[src/periodic_timer_scheduler_defines.svh]
// ----------------------------------------------------------------------------
// periodic_timer_scheduler_defines.svh
// Assertion macros for the timer scheduler.
// ----------------------------------------------------------------------------
`ifndef PERIODIC_TIMER_SCHEDULER_DEFINES_SVH
`define PERIODIC_TIMER_SCHEDULER_DEFINES_SVH

`ifndef NO_ASSERTIONS
// Plain property checked on every clock outside reset.
`define PTS_CHECK(lbl, clk_s, rstn_s, prop) \
  lbl: assert property (@(posedge clk_s) disable iff (!rstn_s) (prop)) \
    else $error("check failed: lbl");
// Same-cycle implication.
`define PTS_IMPLIES(lbl, clk_s, rstn_s, ante, cons) \
  lbl: assert property (@(posedge clk_s) disable iff (!rstn_s) (ante) |-> (cons)) \
    else $error("check failed: lbl");
`else
`define PTS_CHECK(lbl, clk_s, rstn_s, prop)
`define PTS_IMPLIES(lbl, clk_s, rstn_s, ante, cons)
`endif

`endif

[src/pts_pkg.sv]
// ----------------------------------------------------------------------------
// pts_pkg
// Types and constants shared by the periodic timer scheduler.
// ----------------------------------------------------------------------------
`default_nettype none

package pts_pkg;

  localparam int NUM_SLOTS = 16;
  localparam int TW        = 32;                    // time width
  localparam int SW        = $clog2(NUM_SLOTS);     // slot index width
  localparam int CW        = $clog2(NUM_SLOTS + 1); // scan counter width
  localparam int RW        = 5;                     // sink room width
  localparam int MW        = 16;                    // margin width
  localparam int DIVCW     = $clog2(TW);

  localparam logic [MW-1:0] DUE_MARGIN_RESET = MW'(100);
  localparam logic [TW-1:0] THALF = {1'b1, {(TW-1){1'b0}}};

  localparam int IN_DW  = 112;
  localparam int OUT_DW = 40;

  typedef enum logic [1:0] {
    MODE_ARM   = 2'd0,
    MODE_ABORT = 2'd1,
    MODE_MOVE  = 2'd2,
    MODE_TICK  = 2'd3
  } mode_t;

  typedef enum logic {
    KIND_FIRE = 1'b0,
    KIND_WAKE = 1'b1
  } kind_t;

  typedef enum logic [3:0] {
    ST_IDLE,
    ST_OPWR,
    ST_SCAN,
    ST_FDEC,
    ST_PUSH,
    ST_RLRD,
    ST_RLSET,
    ST_DIV,
    ST_MUL,
    ST_RLWR,
    ST_WDEC,
    ST_FLUSH
  } state_t;

  typedef struct packed {
    kind_t           kind;
    logic [SW-1:0]   slot;
    logic [TW-1:0]   tval;
  } result_t;

endpackage

`default_nettype wire

[src/periodic_timer_scheduler.sv]
// ----------------------------------------------------------------------------
// periodic_timer_scheduler
// Timer slots in block RAM; fires due slots earliest first, reloads periodic
// slots in closed form and reports the next wake-up time.
// ----------------------------------------------------------------------------
// Channel | Dir | Beat contents
// in_*    | in  | tdata: mode, slot_index, deadline, period, now, sink_room
// out_*   | out | tuser: kind; tdata: fired_slot, time_value; tlast: last
// cfg_*   | in  | wr_data: due_margin
//
// One item at a time. A slot scan reads every slot through the RAM read port,
// then a decision state acts on the earliest slot found. A fire passes a push
// state; a periodic reload runs a 32-step divider, multiply and write back,
// while a one-shot slot is cleared. An abort fires no slot. Output stalls
// hold the push and flush states. Reset clears the active bits; RAMs need
// none.
// ----------------------------------------------------------------------------
`default_nettype none
`include "periodic_timer_scheduler_defines.svh"

module periodic_timer_scheduler (
  input  wire                       clk,
  input  wire                       rst_n,
  input  wire                       in_tvalid,
  output logic                      in_tready,
  // mode[1:0] slot_index[5:2] deadline[37:6] period[69:38] now[101:70]
  // sink_room[106:102], zero fill above
  input  wire [pts_pkg::IN_DW-1:0]  in_tdata,
  output logic                      out_tvalid,
  input  wire                       out_tready,
  // fired_slot[3:0] time_value[35:4], zero fill above
  output logic [pts_pkg::OUT_DW-1:0] out_tdata,
  // kind[0]
  output logic                      out_tuser,
  output logic                      out_tlast,
  input  wire                       cfg_wr_en,
  input  wire [15:0]                cfg_wr_data
);
  import pts_pkg::*;

  // slot storage
  logic [TW-1:0] dl_mem  [NUM_SLOTS];
  logic [TW-1:0] per_mem [NUM_SLOTS];
  logic [NUM_SLOTS-1:0] act_r;

  state_t state_r, state_nxt;

  logic [MW-1:0] margin_r;
  mode_t         mode_r;
  logic [SW-1:0] idx_r;
  logic [TW-1:0] in_dl_r, in_per_r, now_r, t_r;
  logic [RW-1:0] room_r, n_r;

  logic [CW-1:0] sc_r;
  logic          wake_scan_r;
  logic          best_v_r;
  logic [SW-1:0] best_idx_r;
  logic [TW-1:0] best_key_r, best_dl_r;

  logic [TW-1:0] rd_dl_r, rd_per_r;
  logic [SW-1:0] rd_addr;

  result_t       new_r, pend_r;
  logic          pend_v_r, push_wake_r;

  logic [TW-1:0] sv_dl_r, sv_per_r, den_r, quo_r, prod_r;
  logic [TW:0]   rem_r;
  logic          case_a_r;
  logic [DIVCW-1:0] div_cnt_r;

  logic          out_valid_r, out_last_r;
  result_t       out_res_r;

  logic          out_free, out_load;
  logic          dl_we, per_we;
  logic [SW-1:0] dl_wa;
  logic [TW-1:0] dl_wd;

  // scan evaluation
  logic [SW-1:0] ev_idx;
  logic [TW-1:0] ev_key;
  logic          ev_cand;
  logic [TW-1:0] x_c, negp_c, k_c;
  logic [TW:0]   rem_sh;
  logic          div_ge;

  assign out_free = !out_valid_r || out_tready;
  assign out_load = (state_r == ST_PUSH || state_r == ST_FLUSH) && pend_v_r && out_free;

  assign ev_idx = SW'(sc_r - CW'(1));
  always_comb begin
    if (wake_scan_r) begin
      ev_key  = rd_dl_r - now_r + THALF;
      ev_cand = act_r[ev_idx];
    end else begin
      ev_key  = rd_dl_r - t_r;
      ev_cand = act_r[ev_idx] && ev_key[TW-1];
    end
  end

  assign x_c    = rd_dl_r - t_r;
  assign negp_c = TW'(0) - rd_per_r;
  assign rem_sh = {rem_r[TW-1:0], quo_r[TW-1]};
  assign div_ge = rem_sh >= {1'b0, den_r};
  assign k_c    = quo_r + (case_a_r ? TW'(rem_r != '0) : TW'(1));

  assign rd_addr = (state_r == ST_SCAN) ? sc_r[SW-1:0] : best_idx_r;

  // RAM write port control
  always_comb begin
    dl_we  = 1'b0;
    per_we = 1'b0;
    dl_wa  = idx_r;
    dl_wd  = in_dl_r;
    if (state_r == ST_OPWR) begin
      dl_we  = (mode_r == MODE_ARM) || (mode_r == MODE_MOVE);
      per_we = (mode_r == MODE_ARM);
    end else if (state_r == ST_RLWR) begin
      dl_we = 1'b1;
      dl_wa = best_idx_r;
      dl_wd = sv_dl_r + prod_r;
    end
  end

  // slot RAMs, registered read
  always_ff @(posedge clk) begin
    if (dl_we) dl_mem[dl_wa] <= dl_wd;
    if (per_we) per_mem[idx_r] <= in_per_r;
    rd_dl_r  <= dl_mem[rd_addr];
    rd_per_r <= per_mem[rd_addr];
  end

  // next state
  always_comb begin
    state_nxt = state_r;
    unique case (state_r)
      ST_IDLE:  if (in_tvalid) state_nxt = ST_OPWR;
      ST_OPWR:  state_nxt = ST_SCAN;
      ST_SCAN:  if (sc_r == CW'(NUM_SLOTS)) state_nxt = wake_scan_r ? ST_WDEC : ST_FDEC;
      ST_FDEC:  state_nxt = (best_v_r && n_r < room_r) ? ST_PUSH : ST_SCAN;
      ST_PUSH:  if (!pend_v_r || out_free) state_nxt = push_wake_r ? ST_FLUSH : ST_RLRD;
      ST_RLRD:  state_nxt = ST_RLSET;
      ST_RLSET: state_nxt = (rd_per_r == '0) ? ST_SCAN : ST_DIV;
      ST_DIV:   if (div_cnt_r == DIVCW'(TW-1)) state_nxt = ST_MUL;
      ST_MUL:   state_nxt = ST_RLWR;
      ST_RLWR:  state_nxt = ST_SCAN;
      ST_WDEC:  state_nxt = best_v_r ? ST_PUSH : ST_FLUSH;
      ST_FLUSH: if (!pend_v_r || out_free) state_nxt = ST_IDLE;
      default:  state_nxt = ST_IDLE;
    endcase
  end

  // handshake outputs
  always_comb begin
    in_tready  = (state_r == ST_IDLE);
    out_tvalid = out_valid_r;
    out_tuser  = out_res_r.kind;
    out_tdata  = {{(OUT_DW-TW-SW){1'b0}}, out_res_r.tval, out_res_r.slot};
    out_tlast  = out_last_r;
  end

  // control state
  always_ff @(posedge clk) begin
    if (!rst_n) begin
      state_r     <= ST_IDLE;
      act_r       <= '0;
      pend_v_r    <= 1'b0;
      out_valid_r <= 1'b0;
      margin_r    <= DUE_MARGIN_RESET;
      n_r         <= '0;
      room_r      <= '0;
      best_v_r    <= 1'b0;
    end else begin
      state_r <= state_nxt;
      if (cfg_wr_en) margin_r <= cfg_wr_data;
      if (out_load) out_valid_r <= 1'b1;
      else if (out_tready) out_valid_r <= 1'b0;

      case (state_r)
        ST_IDLE: if (in_tvalid) begin
          room_r <= in_tdata[106:102];
          n_r    <= '0;
        end
        ST_OPWR: begin
          if (mode_r == MODE_ABORT) act_r[idx_r] <= 1'b0;
          else if (mode_r != MODE_TICK) act_r[idx_r] <= 1'b1;
          best_v_r <= 1'b0;
        end
        ST_SCAN: if (sc_r != '0 && ev_cand && (!best_v_r || ev_key < best_key_r)) begin
          best_v_r <= 1'b1;
        end
        ST_FDEC: begin
          if (best_v_r && n_r < room_r) n_r <= n_r + RW'(1);
          else best_v_r <= 1'b0;
        end
        ST_PUSH: if (!pend_v_r || out_free) pend_v_r <= 1'b1;
        ST_RLSET: if (rd_per_r == '0) begin
          act_r[best_idx_r] <= 1'b0;
          best_v_r <= 1'b0;
        end
        ST_RLWR: best_v_r <= 1'b0;
        ST_FLUSH: if (out_free) pend_v_r <= 1'b0;
        default: ;
      endcase
    end
  end

  // datapath registers
  always_ff @(posedge clk) begin
    if (out_load) begin
      out_res_r  <= pend_r;
      out_last_r <= (state_r == ST_FLUSH);
    end
    case (state_r)
      ST_IDLE: begin
        mode_r   <= mode_t'(in_tdata[1:0]);
        idx_r    <= in_tdata[5:2];
        in_dl_r  <= in_tdata[37:6];
        in_per_r <= in_tdata[69:38];
        now_r    <= in_tdata[101:70];
        t_r      <= in_tdata[101:70] + TW'(margin_r);
      end
      ST_OPWR: begin
        sc_r        <= '0;
        wake_scan_r <= (mode_r == MODE_ABORT);
      end
      ST_SCAN: begin
        sc_r <= sc_r + CW'(1);
        if (sc_r != '0 && ev_cand && (!best_v_r || ev_key < best_key_r)) begin
          best_idx_r <= ev_idx;
          best_key_r <= ev_key;
          best_dl_r  <= rd_dl_r;
        end
      end
      ST_FDEC: begin
        if (best_v_r && n_r < room_r) begin
          new_r       <= '{kind: KIND_FIRE, slot: best_idx_r, tval: now_r};
          push_wake_r <= 1'b0;
        end else begin
          sc_r        <= '0;
          wake_scan_r <= 1'b1;
        end
      end
      ST_PUSH: if (!pend_v_r || out_free) pend_r <= new_r;
      ST_RLSET: begin
        sc_r     <= '0;
        sv_dl_r  <= rd_dl_r;
        sv_per_r <= rd_per_r;
        case_a_r <= !rd_per_r[TW-1];
        rem_r    <= '0;
        div_cnt_r <= '0;
        if (!rd_per_r[TW-1]) begin
          quo_r <= TW'(0) - x_c;
          den_r <= rd_per_r;
        end else begin
          quo_r <= x_c - THALF;
          den_r <= (negp_c == '0) ? THALF : negp_c;
        end
      end
      ST_DIV: begin
        div_cnt_r <= div_cnt_r + DIVCW'(1);
        quo_r     <= {quo_r[TW-2:0], div_ge};
        rem_r     <= div_ge ? (rem_sh - {1'b0, den_r}) : rem_sh;
      end
      ST_MUL: prod_r <= TW'(k_c * sv_per_r);
      ST_RLWR: sc_r <= '0;
      ST_WDEC: if (best_v_r) begin
        new_r <= '{kind: KIND_WAKE, slot: '0,
                   tval: ((now_r - best_dl_r) >> (TW-1)) != '0 ? best_dl_r : t_r};
        push_wake_r <= 1'b1;
      end
      default: ;
    endcase
  end

  // checks
  `PTS_CHECK(a_room_bound, clk, rst_n, n_r <= room_r)
  `PTS_IMPLIES(a_tail_held, clk, rst_n, out_valid_r && !out_last_r, pend_v_r)
  `PTS_IMPLIES(a_idle_empty, clk, rst_n, in_tready, !pend_v_r)

endmodule

`default_nettype wire

[config.mk]
export PLATFORM = sky130hd
export DESIGN_NAME = periodic_timer_scheduler
export DESIGN_NICKNAME = d
export VERILOG_FILES = /design/src/pts_pkg.sv /design/src/periodic_timer_scheduler.sv
export VERILOG_INCLUDE_DIRS = /design/src /design/src/src
export SDC_FILE = /design/constraint.sdc
export NUM_CORES = 2
export LEC_CHECK = 0
export BUFFER_PORTS_ARGS = -buffer_cell sky130_fd_sc_hd__buf_2
export CAP_MARGIN = 10
export CELL_PAD_IN_SITES_DETAIL_PLACEMENT = 1
export CELL_PAD_IN_SITES_GLOBAL_PLACEMENT = 1
export CORE_MARGIN = 2
export CORE_UTILIZATION = 59
export CTS_BUF_LIST = sky130_fd_sc_hd__clkbuf_4
export DETAILED_ROUTE_END_ITERATION = 12
export PLACE_DENSITY_LB_ADDON = 0.1
export SLEW_MARGIN = 25
export SYNTH_ARGS = -nofsm -noshare
export SYNTH_HDL_FRONTEND = slang
export SYNTH_SLANG_ARGS = --single-unit
[constraint.sdc]
create_clock -name clk -period 19 [get_ports clk]
set_input_delay 0 -clock clk [delete_from_list [all_inputs] [get_ports clk]]
set_output_delay 0 -clock clk [all_outputs]
set_load 0.05 [all_outputs]
==> qor.yml <==
met1_usage: 0.502
coreArea_sq_um: 150000
first_global_vias: 69400
post_cts_buffers: 0
grt_pass1_wl_um: 464000
fin_crit_sh: 0.539
hpwl_um: 162000
clk_pin_slew_ns: 0.07
grt-busiest-layer: "met2"
cts_inserted_buffers: 426
worst_pin_slew_ns: 1.21
tns_ns: 0
cpPeakStageDelay_ns: 0.64
dieArea_sq_um: 153000
drive_above_1_share: 0.171
violations: "design-rule violations"
io_pins: 177
final_common_cell: "edfxtp_1"
dp_cells: 8614
netlist_instances: 6593
num_vias: 63900
gr-total-overflow: 0
finalCriticalPeriod_ns: 10.25
final_nets: 8341
slew_headroom: 0.193
postRouteWirelength_um: 315000
cp_max_fo: 26
drc: 2
netlist-cell-type-count: 102
final-hold-violation-count: 0
worstSetupEndpointType: "flip-flop"
synth_edf_count: 1543
first_pass_iters: 12
syn_avg_cell_area_sq_um: 13.4
hp-class: "input port to flip-flop"
drv_cap: 0
first_iter_violations: 7905
required_ns: 19.99
root_buffer: "clkbuf_4"
final_cell_mix: "edfxtp_1, inv_1, clkbuf_4"
synth-seq-area-share: 0.548
use_met3: 0.106
slowest_stage: "xor2_1"
drv_slew: 0
gp_congestion: 0.904
finalNonFillerCells: 9785
start_util: 0.593
netlist_top_cells_area: "edfxtp_1, fa_1, mux4_2, ha_1, and2_1"
syn_to_final_growth_pct: 14.6
path_common_cell: "fa_1"
num_rows: 142
antenna_left: 0
critical_path_class: "flip-flop to flip-flop"
ys_ff_latch: 1656
pwr_density_cell_nw_per_um2: 126
htreeDepth: 5
ys.flop_type: "edfxtp_1"
avgViaCountPerCell: 6.53
rsz0062_at_grt: "false"
report.power.total_mw: 12.8
use_met2: 0.682
clockBufferDepth: 4
yosys_warnings: 0
synthArstFlopShare: 0
clock-sinks: 1656
yosysTopAreaCell: "edfxtp_1"
tritoncts: "built"
status: "finished, violations left"
grt_max_degree: 130
io_buffers: 167
leakagePower_nw: 39.1
antenna_found_initial: 36
crit_path_start_kind: "flip-flop"
synth_top_area_frac: 0.523
arrival_ns: 11.24
grt_use_total: 0.417
clock.fmax_mhz: 97.6
netlist_area_sq_um: 88700
wl_per_cell_um: 32.2
skew_ns: 0.223
die_x_um: 392
cts_resized: 0
setup_violations: 0
die_h_um: 392
irDropWorstVdd_v: 0.000113
clkLatencyLatePin_ns: 1.48
[state kept, by name (all words and copies together), names as in the netlist, 33 cells and up, named ones only]
signal	cells
rem_r	33
dl_mem	512
pend_r	37
new_r	37
per_mem	512
out_tdata	36
[path summary, 6_finish.rpt]
check | end | from | slack [ns] | cells past startpoint
worst max-delay path | prod_r[27] | rem_r[7] | 8.75 | 32
worst min-delay path | idx_r[0] | in_tdata[2] | 0.09 | 3
worst max register to register | prod_r[27] | rem_r[7] | 8.75 | 32
worst min register to register | out_tdata[29] | pend_r[25] | 0.40 | 0
[cell families after synthesis]
family / Yosys count / synth area share
compound gates: 928 / 0.0671
fa+ha+maj: 785 / 0.146
simple gates: 1658 / 0.0923
mux: 330 / 0.0742
other cells: 1 / 0.0000423
xor+xnor: 323 / 0.0331
flops: 1656 / 0.548
buf+inv: 912 / 0.0394
[where the power goes]
part / switching [mW] / total (mW) / internal, mW
Sequential: 0.505 / 5.21 / 4.70
Clock: 1.84 / 3.37 / 1.53
Combinational: 2.64 / 4.18 / 1.54
[worst max-delay path, delay by kind of cell (launching register included)]
family | cells | cell delay (ns)
buffers and inverters | 4 | 0.66
AOI/OAI and AO/OA | 8 | 1.81
adders and majority gates | 11 | 4.50
DFF | 1 | 0.44
xor gates and xnor gates | 2 | 0.78
and+or+nand+nor | 7 | 1.66
[stage by stage]
| step | worst slack, ns | cell area (sq um) | hold WS [ns] | utilization |
|---|---|---|---|---|
| after global placement | 8.99 | 92300 | 0.176 | 0.617 |
| after global routing | 8.51 | 102000 | 0.0267 | 0.679 |
| after detailed placement | 8.90 | 92300 | 0.178 | 0.617 |
| after CTS | 8.80 | 101000 | 0.00536 | 0.678 |
| after floorplan | 10.38 | 88700 | 0.0989 | - |
| final | 8.75 | 102000 | 0.0949 | 0.679 |
[synthesized netlist by cell type, types with 6 or more instances]
master,n
buf_2,31
a21boi_0,26
nand3b_1,6
nor2b_1,54
nand4_1,37
a21o_1,77
and4_1,6
inv_1,620
dfxtp_1,113
o31ai_1,21
nor2_1,284
nor3_1,46
o21ai_0,198
o41ai_1,8
or3_1,27
or2_2,7
nor4_1,19
xnor2_1,205
nand3_1,80
a21oi_1,230
ha_1,370
a31oi_1,104
buf_1,13
a2111oi_0,6
o22ai_1,8
and3_1,43
a31o_2,9
mux2i_1,64
fa_1,413
a211oi_1,91
edfxtp_1,1543
o21a_1,28
and2_1,386
nand2_1,590
o211ai_1,13
a41oi_1,16
o31a_1,6
o311ai_0,6
o21bai_1,19
nand2b_1,38
clkbuf_1,240
mux4_2,261
xor2_1,110
[layout make-up]
type                            instances  area, sq um
Sequential cell                      1656        48600
Fill cell                           14300        48000
Multi-Input combinational cell       4028        37000
Inverter                              620         2330
Tap cell                             2016         2520
Clock buffer                          609         4570
Clock inverter                        136          662
Antenna cell                           27         67.6
Timing Repair Buffer                  693         5830
[what timing repair did]
item                                   in CTS  in global routing
endpoints found under the hold margin     258                  2
setup endpoints to repair                   0                  0
hold buffers                              394                  1
[metal layers]
| metal | vias to the layer above | wire length (um) |
|---|---|---|
| met1 | 32400 | 109000 |
| met3 | 1331 | 33400 |
| met5 | - | 163 |
| li1 | 25600 | - |
| met2 | 4621 | 153000 |
| met4 | 24 | 20000 |
Note: power is estimated with default switching activity, not from simulation.
